==> src/rtl/pcbp_pkg.sv <==
// Shared types and constants for the prefix code bit packer.
package pcbp_pkg;

  localparam int MaxCodeLen = 32;   // default code length limit
  localparam int SymW       = 8;    // symbol width
  localparam int CodeBitsW  = 32;   // code value field width
  localparam int LenW       = 6;    // code length field width
  localparam int ByteW      = 8;    // output byte width
  localparam int PendW      = 7;    // at most seven bits wait for a byte
  localparam int PendCntW   = 3;
  localparam int TableDepth = 256;

  typedef enum logic [1:0] {
    ACT_LOAD   = 2'd0,
    ACT_ENCODE = 2'd1,
    ACT_FLUSH  = 2'd2
  } action_e;

  // Item held in the lookup stage, offered to the byte emitter.
  typedef struct packed {
    logic            vld;
    logic [1:0]      act;
    logic [LenW-1:0] len;
  } item_t;

endpackage

==> src/rtl/pcbp_byte_emitter.sv <==
// Bit accumulator: merges codes after pending bits and sends out one byte per beat.
module pcbp_byte_emitter #(
  parameter int MAX_CODE_LEN = pcbp_pkg::MaxCodeLen,
  localparam int CodeW = (MAX_CODE_LEN < pcbp_pkg::CodeBitsW) ?
                         MAX_CODE_LEN : pcbp_pkg::CodeBitsW
) (
  input  logic                       clk_i,
  input  logic                       rst_ni,
  input  pcbp_pkg::item_t            item_i,
  input  logic [CodeW-1:0]           code_i,
  output logic                       take_o,
  output logic                       out_valid_o,
  input  logic                       out_ready_i,
  output logic [pcbp_pkg::ByteW-1:0] packed_byte_o,
  output logic                       last_of_run_o
);
  import pcbp_pkg::*;

  localparam int AccW = CodeW + PendW;
  localparam int CntW = $clog2(AccW + 1);

  logic [AccW-1:0]     acc_q, acc_d;
  logic [CntW-1:0]     cnt_q, cnt_d;
  logic                busy;
  logic                slot_free;
  logic                emit;
  logic [CntW-1:0]     cnt_left;
  logic [CntW-1:0]     cnt_after;
  logic [PendCntW-1:0] pend_cnt;
  logic [PendW-1:0]    pend_mask;
  logic [PendW-1:0]    pend;
  logic [ByteW-1:0]    next_byte;
  logic                out_vld_q, out_vld_d;
  logic [ByteW-1:0]    byte_q;
  logic                last_q;

  assign busy      = cnt_q >= CntW'(ByteW);
  assign slot_free = !out_vld_q || out_ready_i;
  assign emit      = busy && slot_free;
  assign cnt_left  = cnt_q - CntW'(ByteW);
  assign cnt_after = emit ? cnt_left : cnt_q;
  assign take_o    = item_i.vld && (cnt_after < CntW'(ByteW));
  assign pend_cnt  = cnt_after[PendCntW-1:0];
  assign next_byte = ByteW'(acc_q >> cnt_left);

  always_comb begin
    for (int i = 0; i < PendW; i++) begin
      pend_mask[i] = PendCntW'(i) < pend_cnt;
    end
    pend = acc_q[PendW-1:0] & pend_mask;
  end

  always_comb begin
    acc_d = acc_q;
    cnt_d = cnt_after;
    if (take_o) begin
      case (item_i.act)
        ACT_ENCODE: begin
          // symbol without a code: pending bits stay as they are
          if (item_i.len != '0) begin
            acc_d = (AccW'(pend) << item_i.len) | AccW'(code_i);
            cnt_d = CntW'(pend_cnt) + CntW'(item_i.len);
          end
        end
        ACT_FLUSH: begin
          // partial byte goes out left-aligned, zero padded
          if (pend_cnt != '0) begin
            acc_d = AccW'({pend, 1'b0}) << (PendCntW'(PendW) - pend_cnt);
            cnt_d = CntW'(ByteW);
          end
        end
        default: begin
        end
      endcase
    end
  end

  always_comb begin
    out_vld_d = out_vld_q;
    if (emit) begin
      out_vld_d = 1'b1;
    end else if (out_ready_i) begin
      out_vld_d = 1'b0;
    end
  end

  always_ff @(posedge clk_i or negedge rst_ni) begin
    if (!rst_ni) begin
      acc_q     <= '0;
      cnt_q     <= '0;
      out_vld_q <= 1'b0;
    end else begin
      acc_q     <= acc_d;
      cnt_q     <= cnt_d;
      out_vld_q <= out_vld_d;
    end
  end

  always_ff @(posedge clk_i) begin
    if (emit) begin
      byte_q <= next_byte;
      last_q <= cnt_left < CntW'(ByteW);
    end
  end

  assign out_valid_o   = out_vld_q;
  assign packed_byte_o = byte_q;
  assign last_of_run_o = last_q;

  a_cnt_bound: assert property (@(posedge clk_i) disable iff (!rst_ni)
    cnt_q <= CntW'(AccW))
    else $error("bit count beyond accumulator");

  a_flush_cnt: assert property (@(posedge clk_i) disable iff (!rst_ni)
    (take_o && item_i.act == ACT_FLUSH) |=> (cnt_q == '0 || cnt_q == CntW'(ByteW)))
    else $error("flush left a partial count");

  a_run_continues: assert property (@(posedge clk_i) disable iff (!rst_ni)
    (emit && cnt_left >= CntW'(ByteW)) |=> busy)
    else $error("run ended before its last byte");

endmodule
==> config.mk <==
export PLATFORM = sky130hd
export DESIGN_NAME = pcbp_byte_emitter
export DESIGN_NICKNAME = d
export VERILOG_FILES = /design/src/rtl/pcbp_pkg.sv /design/src/rtl/pcbp_byte_emitter.sv
export SDC_FILE = /design/constraint.sdc
export NUM_CORES = 1
export LEC_CHECK = 0
export BUFFER_PORTS_ARGS = -buffer_cell sky130_fd_sc_hd__buf_2
export CAP_MARGIN = 20
export CORE_ASPECT_RATIO = 2
export CORE_MARGIN = 10
export CORE_UTILIZATION = 60
export DETAILED_ROUTE_END_ITERATION = 6
export GPL_TIMING_DRIVEN = 0
export HOLD_SLACK_MARGIN = 0.12
export PLACE_DENSITY = 0.83
export SLEW_MARGIN = 5
export SYNTH_ARGS = -nofsm -noshare
export SYNTH_HDL_FRONTEND = slang
export SYNTH_SLANG_ARGS = --single-unit
==> constraint.sdc <==
create_clock -name clk_i -period 4 [get_ports clk_i]
set_input_delay 0.4 -clock clk_i [delete_from_list [all_inputs] [get_ports clk_i]]
set_output_delay 0.4 -clock clk_i [all_outputs]
set_load 0.05 [all_outputs]
# After elaboration in Yosys (flattened, before gate mapping)
# Index checks and enable logic that the tools add are counted.
# word_totals
reg_bits	55
latchBits	0
ram_bits	0
romBits	0
in_bits	44
output_inout_bits	11
word_cells	46
memories	0
# classes
addsub	3
multipliers	0
div	0
order_cmp	10
eq_ne	4
shift	3
muxes	10
bitwise	2
n_reduce_logical	9
# op_table
cell	count
$mux W39	2
$pmux W39 S2	1
$or A39 B32 Y39	1
$shl A7 B6 Y39	1
$shl A8 B3 Y39	1
$shr A39 B6 Y8	1
$mux W6	4
$lt A6 B4 Y1 const B	2
$pmux W6 S2	1
$lt A3 B3 Y1 const A	3
$and A7 B7 Y7	1
$add A3 B6 Y6	1
$ge A6 B4 Y1 const B	1
$lt A1 B3 Y1 const A	2
$lt A2 B3 Y1 const A	2
$reduce_bool A6 Y1	1
$sub A6 B4 Y6 const B	1
$ne A2 B2 Y1 const B	2
$reduce_and A4 Y1	1
$reduce_bool A2 Y1	2
$reduce_bool A3 Y1	1
$sub A3 B3 Y3 const A	1
$eq A2 B1 Y1 const B	1
$eq A2 B2 Y1 const B	1
4 further kinds	6

# Longest topological paths before layout
# Gate-level depths: netlist of the first run.
# depth
depth_word	10
mapped_depth	15
mapped_depth_nobuf	8

# Worst setup path before layout of the first run
# OpenSTA, ideal clock, no wires.
# synth_path
kind	register to output
start	reg cnt_q[3]
end	out take_o
arrival_ns	2.830
required_ns	3.600
path_slack_ns	0.770
path_stages_with_launch	13
n_path_buf	5
path_cell_list	dfrtp_1 > buf_2 > buf_2 > inv_1 > buf_1 > ha_1 > clkbuf_1 > and2_0 > buf_2 > mux2_2 > a21oi_2 > nor2_1 > and2_1
# synth_between
elab_chain_cells	5
elab_cells_between_ends	6
classes_between	1 x add/sub; 2 x order compare; 1 x mux; 2 x reduce/logical
# synth_rtl
item	line	text
start: declaration	pcbp_byte_emitter.sv:23	logic [CntW-1:0] cnt_q, cnt_d;
start signal: assignment	pcbp_byte_emitter.sv:94	cnt_q <= cnt_d;
$ge A6 B4 Y1	pcbp_byte_emitter.sv:37	assign busy = cnt_q >= CntW'(ByteW);
$logic_and A1 B1 Y1	pcbp_byte_emitter.sv:39	assign emit = busy && slot_free;
$mux W6 (*)	pcbp_byte_emitter.sv:41	assign cnt_after = emit ? cnt_left : cnt_q;
$lt A6 B4 Y1 (*)	pcbp_byte_emitter.sv:42	assign take_o = item_i.vld && (cnt_after < CntW'(ByteW));
$logic_and A1 B1 Y1 (*)	pcbp_byte_emitter.sv:42	
end: declaration	pcbp_byte_emitter.sv:11	output logic take_o,
# Mark *: on every way between the ends. The rest lies on a longest branch, timed or not.

# Worst setup path after layout of the first run
# Ends and elaborated chain as after synthesis.

==> key figures, run 1 <==
Yosys
  • FFs w/ async S/R, synth: 0.8364
  • Number of synthesized flops with an enable pin: 9
  • Synth top area cells: dfrtp_1 23%, mux2i_1 10%, mux4_2 6.9%
  • Sequential area share after synthesis: 0.2884
  • Netlist cell types: 67
  • Synth Flop Type: dfrtp_1
  • Synth top area share: 0.2336
  • Yosys top cell by area: dfrtp_1
  • Synth warnings: 0
  • Yosys reg bits: between 50 and 60
  • Mean Syn Cell Area: roughly 8.5 sq um
  • Post-Syn Instances: 578
  • Post-Syn Nets: between 600 and 700
  • Mapped Area: ~4900 sq um

Clock network
  • Total CTS buffers: 5
  • Deepest clock path buffer count: 2
  • Clk root buf: clkbuf_16
  • Clock sinks: 55
  • Clock slew at reported path FFs: around 0.08 ns
  • TritonCTS clock tree: yes
  • Clk_lat worst skew: just over 0.3 ns
  • H-tree level count: 2

Routing
  • Drt wl/cell: ~27 microns
  • Antenna viol nets, final: 0
  • DR iter-0 viols: 668
  • Vias: approximately 5.3k
  • Drt drc: 0
  • Drt pass-1 iters: 7
  • WL final: a little under 20000 microns
  • Routed vias/inst: a little over 7

Timing
  • Relative slew margins: 0.2875
  • Worst hold slack: 0.3588 ns
  • Hold Fails Final Rpt: 0
  • Clk_skew: around 0.0090 ns
  • Endpoints failing setup: 0
  • Worst-Margin Slew: between 1 and 1.5 ns
  • Final slew viol count: 0
  • Fin crit period: between 3 and 4 ns
  • Period utilization: 0.9367
  • RSZ-0062 raised after global routing: no
  • Max frequency: roughly 270 MHz
  • Final setup TNS: 0 ns
  • Post-route setup slack: 0.2533 ns

Setup path
  • FF-to-FF End: acc_q[8]
  • Crit path DAT: about 3.4 ns
  • Worst setup EP type: output port
  • Cell repeated most along the worst path: buf_2
  • Required time of the critical path: ~3.6 ns
  • Critical-path cell list: buf_2 > buf_2 > clkinvlp_4 > ha_2 > and2_0 > buf_2 > mux2_2 > a21oi_2 > nor2_2 > and2_1 > buf_2
  • Launch point of the worst reg-to-reg path: cnt_q[3]
  • R2R cell count: 12
  • Levels on crit path: 11
  • Buf+Inv Stages, Crit Path: 5
  • Reg2reg setup slack: roughly 0.39 ns
  • Crit-path leading delay family: buffers and inverters
  • CP endpoint: take_o
  • CP Class: flip-flop to output port
  • Crit start category: flip-flop
  • Peak fanout along the critical path: 10
  • Crit path launch: cnt_q[3]
  • CP max-delay cell: ha_2
  • Crit-path max cell delay: 0.51 ns

Final layout
  • Layout cells sized above 1: 0.1931
  • Commonest non-fill, non-tap cell in the layout: nand2_1
  • Layout Cells excl Fill: around 740
  • Ant diodes: 0
  • Area grow syn2layout: 12.08%
  • Nets@finish: a little under 700
  • Most frequent cells in the layout: 83 x nand2_1, 66 x buf_2, 51 x mux2i_1

GRT
  • Largest net degree at the start of global routing: 47
  • Initial antenna violation count: 0
  • GRT Total Usage: 0.3081
  • Met1 Resource Use GR: 0.2895
  • Vias in the first global route: 5380
  • Gr ovfl total: 0
  • Global-route wire length before repair: roughly 30000 microns
  • Met2 Resource Use GR: 0.5535
  • M3 GR Usage: 0.04869
  • Global routing's busiest layer: met2

Die
  • Placement Rows: 46
  • Die height: 148.2 microns
  • Width of the die: around 84 microns
  • Area of the core: 8000 sq um
  • Io pins: 55
  • DIE AREA: between 10000 and 15000 sq um
  • Initial Utilization: 0.6160

Power and ir drop
  • Combinational share of power: 0.615
  • Switch Pwr: ~2.2 mW
  • VDD IR-drop max: ~0.00033 V
  • Power Total: between 4 and 5 mW
  • Clk pwr share: 0.112
  • Pwr dens: between 700 and 800 nW/um^2
  • Internal: approximately 2.0 mW
  • Sequential fraction of design power: 0.273
  • Switching Fraction: 0.5210
  • P_leak: around 2.3 nW

Placement
  • DP Cell Count: between 700 and 800
  • IO Port Bufs: just over 50
  • RePlAce Congestion: between 1 and 1.5
  • Pre-CTS setup slack: around 0.021 ns
  • DPL Wire Length: 15560 microns

Flow run
  • Max-Cap Viols: 0

Outcome
  • Status: complete, no violations

Hold path
  • Hold Path Class: primary input to flip-flop
==> state kept, by name, indices dropped and copies added (netlist names) <==
register       count
last_of_run_o      1
acc_q             39
out_valid_o        1
packed_byte_o      8
cnt_q              6
==> synthesized netlist by cell type, drive strengths merged, types with 8 or more instances <==
cell	n
a211oi	8
a21oi	35
a22o	14
a31oi	8
buf	24
clkbuf	22
dfrtp	46
edfxtp	9
inv	15
mux2i	51
mux4	15
nand2	83
nor2	42
nor2b	10
nor3	18
o211ai	9
o21ai	49
o22ai	10
==> cells by family after synthesis <==
| family | synth area share |
|---|---|
| compound gates | 0.2503 |
| fa+ha+maj | 0.02183 |
| mux | 0.1881 |
| flops | 0.2884 |
| buf+inv | 0.05636 |
| simple gates | 0.1825 |
| xor+xnor | 0.01244 |
==> power groups by stage <==
stage	clock, mW	combinational (mW)	sequential, mW
2_1_floorplan	0	1.63	1.20
3_3_place_gp	0	2.37	1.12
3_5_place_dp	0	2.45	1.14
4_1_cts	0.467	2.46	1.14
5_1_grt	0.488	2.76	1.17
6_report	0.473	2.60	1.15
==> cell type report <==
cell class                      instances  area, sq um
Clock buffer                            5        125.1
Clock inverter                          3        26.28
Inverter                               16        63.81
Fill cell                             645         2476
Tap cell                               96        120.1
Sequential cell                        55         1421
Timing Repair Buffer                   58        322.8
Buffer                                 44        210.2
Multi-Input combinational cell        461         3234
==> per-layer routing <==
metal	vias to the layer above	share of wire	wire length (microns)
met5	-	0	0
met4	0	0.095	1885
met2	378	0.52	10320
met1	2471	0.31	6238
met3	130	0.069	1365
li1	2283	-	-
==> worst min path at each step <==
stage | to | depth (start not counted) | startpoint
after floorplan | acc_q[0] | 0 | rst_ni
after global placement | acc_q[17] | 2 | acc_q[17]
after detailed placement | acc_q[17] | 2 | acc_q[17]
after CTS | cnt_q[1] | 1 | rst_ni
after global routing | acc_q[9] | 3 | code_i[9]
final | acc_q[26] | 3 | code_i[26]
==> per-stage QoR <==
| step | instance area, sq um | util |
|---|---|---|
| floorplan | 4928 | - |
| global placement | 5304 | 0.6630 |
| detailed placement | 5304 | 0.6630 |
| CTS | 5450 | 0.6813 |
| global route | 5524 | 0.6905 |
| finish | 5524 | 0.6905 |
==> repair_timing <==
item                                   in CTS  in global routing
cloned                                      0                  0
pin swaps                                   0                  0
setup endpoints to repair                   1                  5
resized for setup                           1                  2
setup buffers                               0                  5
hold buffers                                0                  1
endpoints found under the hold margin       0                  6
==> worst reg2reg max path, stage by stage, from the launching register on <==
cell and delay (ns):
dfrtp_1 0.35, buf_2 0.29, buf_2 0.33, clkinvlp_4 0.29, ha_2 0.44, and2_0 0.18, buf_2 0.17, mux2_2 0.30
a21oi_2 0.18, nor2_2 0.09, nand2_1 0.35, clkbuf_1 0.34, o21ai_0 0.17
No activity file was read; power rests on OpenSTA's default activity.
==> run 2, diff against run 1 <==
CORE_ASPECT_RATIO = unset   (was 2)
REMOVE_ABC_BUFFERS = 1   (was unset)
==> key figures, run 2 (same netlist as run 1, synthesis figures left out) <==
Timing
  • Clk_skew: 0.01284 ns (was 0.009009 ns)
  • Endpoints failing setup: 0 (unchanged)
  • Hold Fails Final Rpt: 0 (unchanged)
  • Worst-Margin Slew: 0.9341 ns (was 1.059 ns)
  • RSZ-0062 raised after global routing: no (unchanged)
  • Fin crit period: 3.805 ns (was 3.747 ns)
  • Period utilization: 0.9513 (was 0.9367)
  • Relative slew margins: 0.3715 (was 0.2875)
  • Final slew viol count: 0 (unchanged)
  • Worst hold slack: 0.3341 ns (was 0.3588 ns)
  • Max frequency: 262.8 MHz (was 266.9 MHz)

Die
  • Die height: 110.6 microns (was 148.2 microns)
  • Width of the die: 110.6 microns (was 84.09 microns)
  • Initial Utilization: 0.6280 (was 0.6160)
  • Io pins: 55 (unchanged)
  • DIE AREA: 12240 sq um (was 12460 sq um)
  • Placement Rows: 32 (was 46)
  • Area of the core: 7848 sq um (was 8000 sq um)

Setup path
  • Buf+Inv Stages, Crit Path: 2 (was 5)
  • Crit-path leading delay family: simple AND/OR/NAND/NOR gates (was buffers and inverters)
  • Crit path DAT: 3.41 ns (was 3.35 ns)
  • Launch point of the worst reg-to-reg path: cnt_q[3] (unchanged)
  • CP endpoint: take_o (unchanged)
  • Crit path launch: cnt_q[3] (unchanged)
  • Crit start category: flip-flop (unchanged)
  • Cell repeated most along the worst path: and2_1 (was buf_2)
  • CP Class: flip-flop to output port (unchanged)
  • Required time of the critical path: 3.60 ns (about the same)
  • Peak fanout along the critical path: 29 (was 10)
  • Worst setup EP type: output port (unchanged)
  • Reg2reg setup slack: 0.24 ns (was 0.39 ns)
  • CP max-delay cell: dfrtp_4 (was ha_2)
  • FF-to-FF End: acc_q[37] (was acc_q[8])
  • Levels on crit path: 8 (was 11)
  • Critical-path cell list: inv_1 > ha_2 > and2_1 > mux2_2 > a21oi_2 > nor2_1 > and2_1 > buf_2 (was buf_2 > buf_2 > clkinvlp_4 > ha_2 > and2_0 > buf_2 > mux2_2 > a21oi_2 > nor2_2 > and2_1 > buf_2)
  • R2R cell count: 9 (was 12)
  • Crit-path max cell delay: 0.68 ns (was 0.51 ns)

Placement
  • RePlAce Congestion: 0.9547 (was 1.057)
  • DPL Wire Length: 10920 microns (was 15560 microns)
  • IO Port Bufs: 54 (was 51)

Clock network
  • Total CTS buffers: 5 (unchanged)
  • Clk root buf: clkbuf_8 (was clkbuf_16)
  • Clk_lat worst skew: 0.32 ns (was 0.31 ns)
  • Clock sinks: 55 (unchanged)
  • Postcts setup bufs: 0 (unchanged)
  • Clock slew at reported path FFs: 0.12 ns (was 0.08 ns)
  • Deepest clock path buffer count: 2 (unchanged)
  • TritonCTS clock tree: yes (unchanged)
  • H-tree level count: 2 (unchanged)

Final layout
  • Nets@finish: 651 (was 693)
  • Layout fillers: 676 (was 645)
  • Layout cells sized above 1: 0.1817 (was 0.1931)
  • Area grow syn2layout: 8.099% (was 12.08%)
  • Commonest non-fill, non-tap cell in the layout: nand2_1 (unchanged)
  • Ant diodes: 0 (unchanged)
  • Most frequent cells in the layout: 83 x nand2_1, 54 x buf_2, 51 x mux2i_1 (was 83 x nand2_1, 66 x buf_2, 51 x mux2i_1)
  • Biggest register: acc_q (unchanged)
  • Max FFs per register: 39 (unchanged)

Power and ir drop
  • Pwr dens: 711.2 nW/um^2 (was 764.8 nW/um^2)
  • P_leak: 2.143 nW (was 2.255 nW)
  • Power Total: 3.789 mW (was 4.225 mW)
  • VDD IR-drop max: 0.0002779 V (was 0.0003317 V)

Routing
  • WL final: 14560 microns (was 19810 microns)
  • DR iter-0 viols: 537 (was 668)
  • Vias: 4869 (was 5262)
  • Drt pass-1 iters: 5 (was 7)
  • Antenna viol nets, final: 0 (unchanged)
  • Routed vias/inst: 6.936 (was 7.130)
  • Drt wl/cell: 20.74 microns (was 26.84 microns)
  • Drt drc: 0 (unchanged)

Hold path
  • Hold Path Class: primary input to flip-flop (unchanged)

GRT
  • Vias in the first global route: 4755 (was 5380)
  • Initial antenna violation count: 0 (unchanged)
  • Largest net degree at the start of global routing: 55 (was 47)
  • Gr ovfl total: 0 (unchanged)
  • Global-route wire length before repair: 24050 microns (was 30090 microns)
  • GRT Total Usage: 0.2275 (was 0.3081)

Flow run
  • Max-Cap Viols: 0 (unchanged)

Outcome
  • Status: complete, no violations (unchanged)
==> run 2: report_power, final <==
| part | total, mW | switching, mW | leakage, nW | internal, mW |
|---|---|---|---|---|
| registers | 1.25 | 0.398 | 0.677 | 0.852 |
| clock network | 0.343 | 0.210 | 0.0511 | 0.133 |
| logic | 2.20 | 1.32 | 1.41 | 0.875 |
| total | 3.79 | 1.93 | 2.14 | 1.86 |
==> run 2: cell type report <==
type                       count  area (sq um)  share of cell area
multi-input combinational    461          3232              0.6066
sequential                    55          1428              0.2680
timing repair buffer          60         382.9             0.07186
tap                          102         127.6             0.02395
clock buffer                   5         68.82             0.01292
inverter                      16         60.06             0.01127
clock inverter                 3         28.78            0.005402
==> run 2: tightest hold or removal path: stages <==
cell	delay, ns
buf_2	0.07
a21oi_1	0.03
o21ai_0	0.12
==> run 2: metrics by stage <==
| stage | setup slack (ns) | area, sq um | setup TNS [ns] | utilization | cells |
|---|---|---|---|---|---|
| global route | 0.004664 | 5328 | 0 | 0.6789 | 702 |
| global placement | -1.187 | 5109 | -42.46 | 0.6510 | 688 |
| detailed placement | -0.6388 | 5179 | -19.76 | 0.6599 | 691 |
| floorplan | -0.1773 | 4711 | -1.977 | - | 532 |
| finish | 0.1946 | 5328 | 0 | 0.6789 | 702 |
| CTS | 0.09844 | 5283 | 0 | 0.6732 | 699 |
==> run 2: repair_timing <==
action | CTS | global route
hold endpoints to repair | 0 | 6
gates cloned | 0 | 0
hold buffers | 0 | 1
endpoints found under the setup margin | 44 | 7
gates resized for setup | 3 | 1
==> run 2: worst min path at each step <==
stage / startpoint / depth (start not counted) / slack, ns / endpoint
final: code_i[28] / 3 / 0.33 / acc_q[28]
after CTS: rst_ni / 1 / 0.29 / acc_q[18]
after global placement: acc_q[18] / 2 / 0.51 / acc_q[18]
after floorplan: rst_ni / 0 / 0.10 / acc_q[0]
after detailed placement: acc_q[18] / 2 / 0.52 / acc_q[18]
after global routing: code_i[28] / 3 / 0.35 / acc_q[28]
==> run 2: layer usage <==
| layer | GRT usage | up-vias | share of wire |
|---|---|---|---|
| met4 | 0.08549 | 0 | 0.028 |
| met5 | 0 | - | 0 |
| met2 | 0.3756 | 318 | 0.48 |
| met3 | 0.04646 | 40 | 0.090 |
| met1 | 0.2851 | 2316 | 0.40 |
| li1 | - | 2195 | - |
